`src/hdl/tcw_pkg.sv`:
```
package tcw_pkg;

    localparam int CMD_W  = 3;
    localparam int CHAR_W = 8;
    localparam int POS_W  = 11;
    localparam int CELL_W = 16;
    localparam int ATTR_W = 8;
    localparam int DATA_W = 32;
    localparam int UPC_W  = 5;

    localparam logic [CMD_W-1:0] CMD_PUT   = 3'd0;
    localparam logic [CMD_W-1:0] CMD_BACK  = 3'd1;
    localparam logic [CMD_W-1:0] CMD_CLEAR = 3'd2;
    localparam logic [CMD_W-1:0] CMD_SET   = 3'd3;
    localparam logic [CMD_W-1:0] CMD_READ  = 3'd4;

    localparam logic [CHAR_W-1:0] CH_CR    = 8'h0d;
    localparam logic [CHAR_W-1:0] CH_LF    = 8'h0a;
    localparam logic [CHAR_W-1:0] CH_SPACE = 8'h20;

    localparam logic [ATTR_W-1:0] ATTR_RESET = 8'd10;
    localparam logic              REG_ATTR   = 1'b0;

    typedef logic [UPC_W-1:0] t_upc;

    typedef enum logic [1:0] {
        ADDR_CURSOR  = 2'd0,
        ADDR_PTR     = 2'd1,
        ADDR_PTR_ROW = 2'd2,
        ADDR_POS     = 2'd3
    } t_addr_sel;

    typedef enum logic [1:0] {
        WR_NONE  = 2'd0,
        WR_CHAR  = 2'd1,
        WR_BLANK = 2'd2,
        WR_COPY  = 2'd3
    } t_wr_sel;

    typedef enum logic [1:0] {
        PTR_NONE     = 2'd0,
        PTR_ZERO     = 2'd1,
        PTR_LAST_ROW = 2'd2,
        PTR_INC      = 2'd3
    } t_ptr_op;

    typedef enum logic [2:0] {
        CUR_NONE      = 3'd0,
        CUR_INC       = 3'd1,
        CUR_LF        = 3'd2,
        CUR_DEC       = 3'd3,
        CUR_UP        = 3'd4,
        CUR_LOAD      = 3'd5,
        CUR_BASE_STEP = 3'd6
    } t_cur_op;

    typedef enum logic [3:0] {
        COND_NEVER      = 4'd0,
        COND_ALWAYS     = 4'd1,
        COND_IS_CR      = 4'd2,
        COND_IS_LF      = 4'd3,
        COND_CUR_IN     = 4'd4,
        COND_CUR_ZERO   = 4'd5,
        COND_POS_OOR    = 4'd6,
        COND_BASE_FOUND = 4'd7,
        COND_PTR_MORE   = 4'd8,
        COND_COPY_MORE  = 4'd9
    } t_cond;

    typedef struct packed {
        t_addr_sel addr;
        t_wr_sel   wr;
        t_ptr_op   ptr;
        t_cur_op   cur;
        logic      cap;
        logic      set_scr;
        t_cond     cond;
        t_upc      target;
        logic      done;
    } t_uword;

    typedef struct packed {
        t_uword uw;
        logic   start;
    } t_ctrl;

    typedef struct packed {
        logic is_cr;
        logic is_lf;
        logic cur_in;
        logic cur_zero;
        logic pos_oor;
        logic base_found;
        logic ptr_more;
        logic copy_more;
    } t_flags;

    localparam t_upc U_IDLE     = 5'd0;
    localparam t_upc U_PUT      = 5'd1;
    localparam t_upc U_PUT_LF_Q = 5'd2;
    localparam t_upc U_PUT_WR   = 5'd3;
    localparam t_upc U_PUT_LF   = 5'd4;
    localparam t_upc U_CHK      = 5'd5;
    localparam t_upc U_SCR_INIT = 5'd6;
    localparam t_upc U_CP_RD    = 5'd7;
    localparam t_upc U_CP_WR    = 5'd8;
    localparam t_upc U_BL_INIT  = 5'd9;
    localparam t_upc U_BL_LOOP  = 5'd10;
    localparam t_upc U_FIN      = 5'd11;
    localparam t_upc U_BS       = 5'd12;
    localparam t_upc U_BS_DEC   = 5'd13;
    localparam t_upc U_BS_WR    = 5'd14;
    localparam t_upc U_CLR      = 5'd15;
    localparam t_upc U_CLR_LOOP = 5'd16;
    localparam t_upc U_CLR_END  = 5'd17;
    localparam t_upc U_SET      = 5'd18;
    localparam t_upc U_SET_CHK  = 5'd19;
    localparam t_upc U_SET_STEP = 5'd20;
    localparam t_upc U_RD       = 5'd21;
    localparam t_upc U_RD_ADDR  = 5'd22;
    localparam t_upc U_RD_CAP   = 5'd23;

    localparam t_uword UW_NOP = '{
        addr: ADDR_CURSOR, wr: WR_NONE, ptr: PTR_NONE, cur: CUR_NONE,
        cap: 1'b0, set_scr: 1'b0, cond: COND_NEVER, target: U_IDLE, done: 1'b0
    };

    function automatic t_upc f_entry(input logic [CMD_W-1:0] cmd);
        t_upc e;
        unique case (cmd)
            CMD_PUT:   e = U_PUT;
            CMD_BACK:  e = U_BS;
            CMD_CLEAR: e = U_CLR;
            CMD_SET:   e = U_SET;
            CMD_READ:  e = U_RD;
            default:   e = U_FIN;
        endcase
        return e;
    endfunction

    function automatic t_uword f_ucode(input t_upc a);
        t_uword w;
        w = UW_NOP;
        unique case (a)
            U_PUT: begin
                w.cond = COND_IS_CR; w.target = U_FIN;
            end
            U_PUT_LF_Q: begin
                w.cond = COND_IS_LF; w.target = U_PUT_LF;
            end
            U_PUT_WR: begin
                w.addr = ADDR_CURSOR; w.wr = WR_CHAR; w.cur = CUR_INC;
                w.cond = COND_ALWAYS; w.target = U_CHK;
            end
            U_PUT_LF: begin
                w.cur = CUR_LF;
            end
            U_CHK: begin
                w.cond = COND_CUR_IN; w.target = U_FIN;
            end
            U_SCR_INIT: begin
                w.ptr = PTR_ZERO; w.set_scr = 1'b1;
            end
            U_CP_RD: begin
                w.addr = ADDR_PTR_ROW;
            end
            U_CP_WR: begin
                w.addr = ADDR_PTR; w.wr = WR_COPY; w.ptr = PTR_INC;
                w.cond = COND_COPY_MORE; w.target = U_CP_RD;
            end
            U_BL_INIT: begin
                w.ptr = PTR_LAST_ROW; w.cur = CUR_UP;
            end
            U_BL_LOOP: begin
                w.addr = ADDR_PTR; w.wr = WR_BLANK; w.ptr = PTR_INC;
                w.cond = COND_PTR_MORE; w.target = U_BL_LOOP;
            end
            U_FIN: begin
                w.done = 1'b1;
            end
            U_BS: begin
                w.cond = COND_CUR_ZERO; w.target = U_FIN;
            end
            U_BS_DEC: begin
                w.cur = CUR_DEC;
            end
            U_BS_WR: begin
                w.addr = ADDR_CURSOR; w.wr = WR_BLANK;
                w.cond = COND_ALWAYS; w.target = U_FIN;
            end
            U_CLR: begin
                w.ptr = PTR_ZERO;
            end
            U_CLR_LOOP: begin
                w.addr = ADDR_PTR; w.wr = WR_BLANK; w.ptr = PTR_INC;
                w.cond = COND_PTR_MORE; w.target = U_CLR_LOOP;
            end
            U_CLR_END: begin
                w.cond = COND_ALWAYS; w.target = U_FIN;
            end
            U_SET: begin
                w.cur = CUR_LOAD;
            end
            U_SET_CHK: begin
                w.cond = COND_BASE_FOUND; w.target = U_FIN;
            end
            U_SET_STEP: begin
                w.cur = CUR_BASE_STEP;
                w.cond = COND_ALWAYS; w.target = U_SET_CHK;
            end
            U_RD: begin
                w.cond = COND_POS_OOR; w.target = U_FIN;
            end
            U_RD_ADDR: begin
                w.addr = ADDR_POS;
            end
            U_RD_CAP: begin
                w.cap = 1'b1;
                w.cond = COND_ALWAYS; w.target = U_FIN;
            end
            default: w = UW_NOP;
        endcase
        return w;
    endfunction

endpackage

```
`src/hdl/tcw_sequencer.sv`:
```
module tcw_sequencer
    import tcw_pkg::*;
(
    input  logic             i_clk,
    input  logic             i_rst_n,
    input  logic             i_in_valid,
    input  logic [CMD_W-1:0] i_cmd,
    input  logic             i_out_free,
    input  t_flags           i_flags,
    output t_ctrl            o_ctrl,
    output logic             o_busy,
    output logic             o_load_out
);

    t_upc   r_upc, n_upc;
    t_uword uw;
    logic   cond_true;
    logic   idle;

    assign uw   = f_ucode(r_upc);
    assign idle = r_upc == U_IDLE;

    always_comb begin
        unique case (uw.cond)
            COND_NEVER:      cond_true = 1'b0;
            COND_ALWAYS:     cond_true = 1'b1;
            COND_IS_CR:      cond_true = i_flags.is_cr;
            COND_IS_LF:      cond_true = i_flags.is_lf;
            COND_CUR_IN:     cond_true = i_flags.cur_in;
            COND_CUR_ZERO:   cond_true = i_flags.cur_zero;
            COND_POS_OOR:    cond_true = i_flags.pos_oor;
            COND_BASE_FOUND: cond_true = i_flags.base_found;
            COND_PTR_MORE:   cond_true = i_flags.ptr_more;
            COND_COPY_MORE:  cond_true = i_flags.copy_more;
            default:         cond_true = 1'b0;
        endcase
    end

    always_comb begin
        priority if (idle) begin
            n_upc = i_in_valid ? f_entry(i_cmd) : U_IDLE;
        end else if (uw.done) begin
            n_upc = i_out_free ? U_IDLE : r_upc;
        end else if (cond_true) begin
            n_upc = uw.target;
        end else begin
            n_upc = t_upc'(r_upc + 1'b1);
        end
    end

    always_ff @(posedge i_clk) begin
        if (!i_rst_n) begin
            r_upc <= U_IDLE;
        end else begin
            r_upc <= n_upc;
        end
    end

    assign o_ctrl.uw    = uw;
    assign o_ctrl.start = idle && i_in_valid;
    assign o_busy       = !idle;
    assign o_load_out   = uw.done && i_out_free;

endmodule

```
`config.mk`:
```
export PLATFORM = sky130hd
export DESIGN_NAME = tcw_sequencer
export DESIGN_NICKNAME = d
export VERILOG_FILES = /design/src/hdl/tcw_pkg.sv /design/src/hdl/tcw_sequencer.sv
export SDC_FILE = /design/constraint.sdc
export NUM_CORES = 1
export LEC_CHECK = 0
export BUFFER_PORTS_ARGS = -buffer_cell sky130_fd_sc_hd__buf_2
export CORE_ASPECT_RATIO = 1.25
export CORE_MARGIN = 1
export CORE_UTILIZATION = 45
export DETAILED_ROUTE_END_ITERATION = 6
export PLACE_DENSITY_LB_ADDON = 0.08
export SLEW_MARGIN = 10
export SYNTH_ARGS = -nofsm -noshare
export SYNTH_HDL_FRONTEND = slang
export SYNTH_SLANG_ARGS = --single-unit
```
`constraint.sdc`:
```
create_clock -name i_clk -period 4.6 [get_ports i_clk]
set_input_delay 0.23 -clock i_clk [delete_from_list [all_inputs] [get_ports i_clk]]
set_output_delay 0.23 -clock i_clk [all_outputs]
set_load 0.01 [all_outputs]
```
==> results.md <==
- The clock root buffer is clkbuf_4.
- At the end of routability-driven placement, the weighted congestion stood at 0.882.
- The buffers inserted during post-CTS setup optimization is 0.
- Of the total synthesized cell area, the portion taken by XOR and XNOR cells is 0.0241.
- Setup repair after global routing left no endpoint under its margin.
- The number of antenna violations at the first check in global routing is 0.
- The worst setup path is captured at a register.
- The cell area after technology mapping is 1090 um2.
- The worst-path maximum fanout is 8.
- The maximum number of pins on one net before global-route repair is 29.
- The starting density of the core is 0.488.
- At the pin with the least slew margin, the transition time is 0.739 ns.
- Yosys mapped a number of flops with a built-in enable equal to 0.
- The peak clock frequency supported by timing is 353 MHz.
- The repair_antennas step left the layout with diodes totalling 0.
- For this block, the routed nets add up to 3150 um of wire.
- The number of different library cells used by synthesis comes to 48.
- The fraction of the cycle the final worst path needs is 0.616.
- 39 I/O pins were placed.
- Detailed placement ended at an HPWL of 2490 um.
- For the worst setup path, the data required time is 4.76 ns.
- After layout, the minimum clock period comes to 2.83 ns.
- Of the synthesized area, sequential elements account for 0.0918.
- The first global-routing pass estimated 4950 um of wire.
- The detailed-router iteration count before antenna repair is 4.
- The class of the most critical hold timing path is in2reg.
- Counting every net in the synthesized netlist gives 174.
- For this block, the via count after detailed routing is 1280.
- The share of flip-flops with an asynchronous set or reset is 0.
- STA classifies the critical path startpoint as a register.
- Counting the buffers created by CTS gives 3.
- The number of hold buffers added after CTS was 0.
- The area fraction in compound gates after synthesis is 0.321.
- In the routed design, unresolved DRC markers number 0.
- The number of pins exceeding their max-slew limit in the final report is 0.
- The final hold violation count came to 0.
- After the first detailed-routing iteration, the DRC count stood at 44.
- The core region area is 2230 um2.
- The worst setup path is of the reg2reg kind.
- Once detail routing completed, the nets flagged for antenna violations numbered 0.
- Among all flip-flop cells after synthesis, the most frequent one is dfxtp_1.
- After clock tree synthesis, the clock-pin slew on the worst setup and hold paths is 0.05 ns.
- The relative area change from synthesis to final layout is 20.9%.
- Counting every instance in the synthesized netlist gives 153.
- Setup violations remaining at the end of the flow were counted as 0.
- The leakage power total is 0.645 nW.
- The count of max-cap constraint violations is 0.
- Counting flops per register, the top entry is r_upc.
- The tree built by TritonCTS fans out to 5 sinks.
- The final setup skew is 0.00552 ns.
- The startpoint identified for the worst register-to-register timing path is r_upc[0].
- The die width is 46.0 um.
- The relative slew slack is 0.507.
- The flip-flop count of the largest register after layout is 5.
- The average vias per placed instance is 5.84.
- Of the total synthesized cell area, the portion taken by AND, OR, NAND and NOR gates is 0.303.
- In this run the tool buffered the top-level ports with 38 buffer cells.
- The sum of negative setup slack is 0 ns.
- The run finished with clean final reports.
- The data arrival time at the worst-slack endpoint is 3.00 ns.
- The vertical die dimension is 57.0 um.
- Of the total synthesized cell area, the portion taken by full adders, half adders and majority gates is 0.0689.
- Across the VDD grid, the largest voltage drop is 0.000397 V.
- The library cells used most frequently in the layout, excluding fill and tap cells, are buf_2, nor2_1, nand2_1.
- The total power is 0.846 mW.
- After the last flow step, the layout net total stands at 210.
- The average cell area after synthesis is 7.12 um2.
- The fraction of final layout cells with drive strength greater than 1 is 0.255.
- The routed wirelength normalized by instance count is 14.4 um.
- The library cell used most frequently in the layout, excluding fill and tap cells, is buf_2.
- Tracing the worst setup path back leads to its startpoint at r_upc[0].
- The mux contribution to synthesized area is 0.121.
- After clock tree synthesis, the repair step resized 0 gates.
- Global routing finished with a remaining overflow of 0.
- CTS built an H-tree with a depth of 1.
- In the final layout, the registers with the most flip-flops are r_upc x5.
- The row count is 19.
- The area enclosed by the die boundary is 2620 um2.
- In the global route stage, overall resource usage came out at 0.252.
- The count of state elements after synthesis is 5.
- The largest family of logic cells by synthesized area is compound AO/OA/AOI/OAI gates.
- The startpoint of the worst hold path is i_rst_n.
- The TritonCTS clock tree is yes.
- The clock passes through at most 2 buffers.
- Power spread over the standard cell area amounts to 642 nW/um2.
- The Yosys warning count is 0.
- The via count of the first global-routing pass was 1108.
- The later pin in the worst-skew pair is clocked with a latency of 0.25 ns.
## where the power goes
group | leakage, nW | total, mW | switching (mW) | internal (mW)
sequential | 0.0410 | 0.0906 | 0.0322 | 0.0585
clock | 0.0150 | 0.0536 | 0.0206 | 0.0330
combinational | 0.589 | 0.702 | 0.407 | 0.295
## critical path, cell delays in order, from the launching register on
cell      delay, ns
dfxtp_1        0.42
ha_1           0.34
or4bb_1        0.58
nand3_1        0.26
mux2i_1        0.29
o22a_1         0.33
mux2_2         0.37
o221ai_1       0.15
## worst paths after layout
path                    to  slack, ns  depth (start not counted)
setup / recovery  r_upc[4]       1.77                          7
hold / removal    r_upc[0]       0.26                          3
setup reg to reg  r_upc[4]       1.77                          7
hold reg to reg   r_upc[0]       0.72                          4
## per-stage QoR
step,cells,hold slack [ns],instance area [um2],worst slack [ns],util
detailed placement,215,0.519,1290,1.80,0.578
global route,219,0.292,1320,1.60,0.590
CTS,219,0.260,1320,1.78,0.590
global placement,215,0.524,1290,1.91,0.578
floorplan,153,0.346,1090,2.07,-
finish,219,0.265,1320,1.77,0.590
## Yosys cell counts (all sizes together), types with 2 or more instances
cell,n,area [um2]
dfxtp,5,100
xnor2,3,26.3
nand2b,7,43.8
buf,3,16.3
nand3,5,25.0
clkbuf,5,18.8
nor3,3,15.0
o22ai,6,43.8
a21oi,9,45.0
inv,11,41.3
nand2,14,52.6
o21a,2,15.0
and2,2,12.5
mux2i,12,120
o31ai,3,22.5
nor3b,3,22.5
nor2,14,52.6
o21ai,4,20.0
or3,2,12.5
o221ai,5,43.8
o21bai,2,15.0
and3,2,12.5
nor2b,4,25.0
ha,6,75.1
## layout make-up
type / instances / area [um2]
Fill cell: 237 / 917
Multi-Input combinational cell: 129 / 913
Timing Repair Buffer: 39 / 198
Sequential cell: 5 / 100
Inverter: 11 / 41.3
Tap cell: 31 / 38.8
Clock buffer: 4 / 26.3
## layer usage
layer / GRT usage / routed length, um
met4: 0.109 / 76
met1: 0.327 / 1350
met5: 0 / 0
met3: 0.0222 / 121
met2: 0.412 / 1600
## cells by family (layout without fill, tap and decap cells)
kind of cell / Yosys count / after routing
AOI/OAI and AO/OA: 44 / 44
xor gates and xnor gates: 3 / 3
adders and majority gates: 6 / 6
buffers and inverters: 19 / 54
DFF: 5 / 5
muxes: 13 / 13
and+or+nand+nor: 63 / 63
No activity file was read; power rests on OpenSTA's default activity.
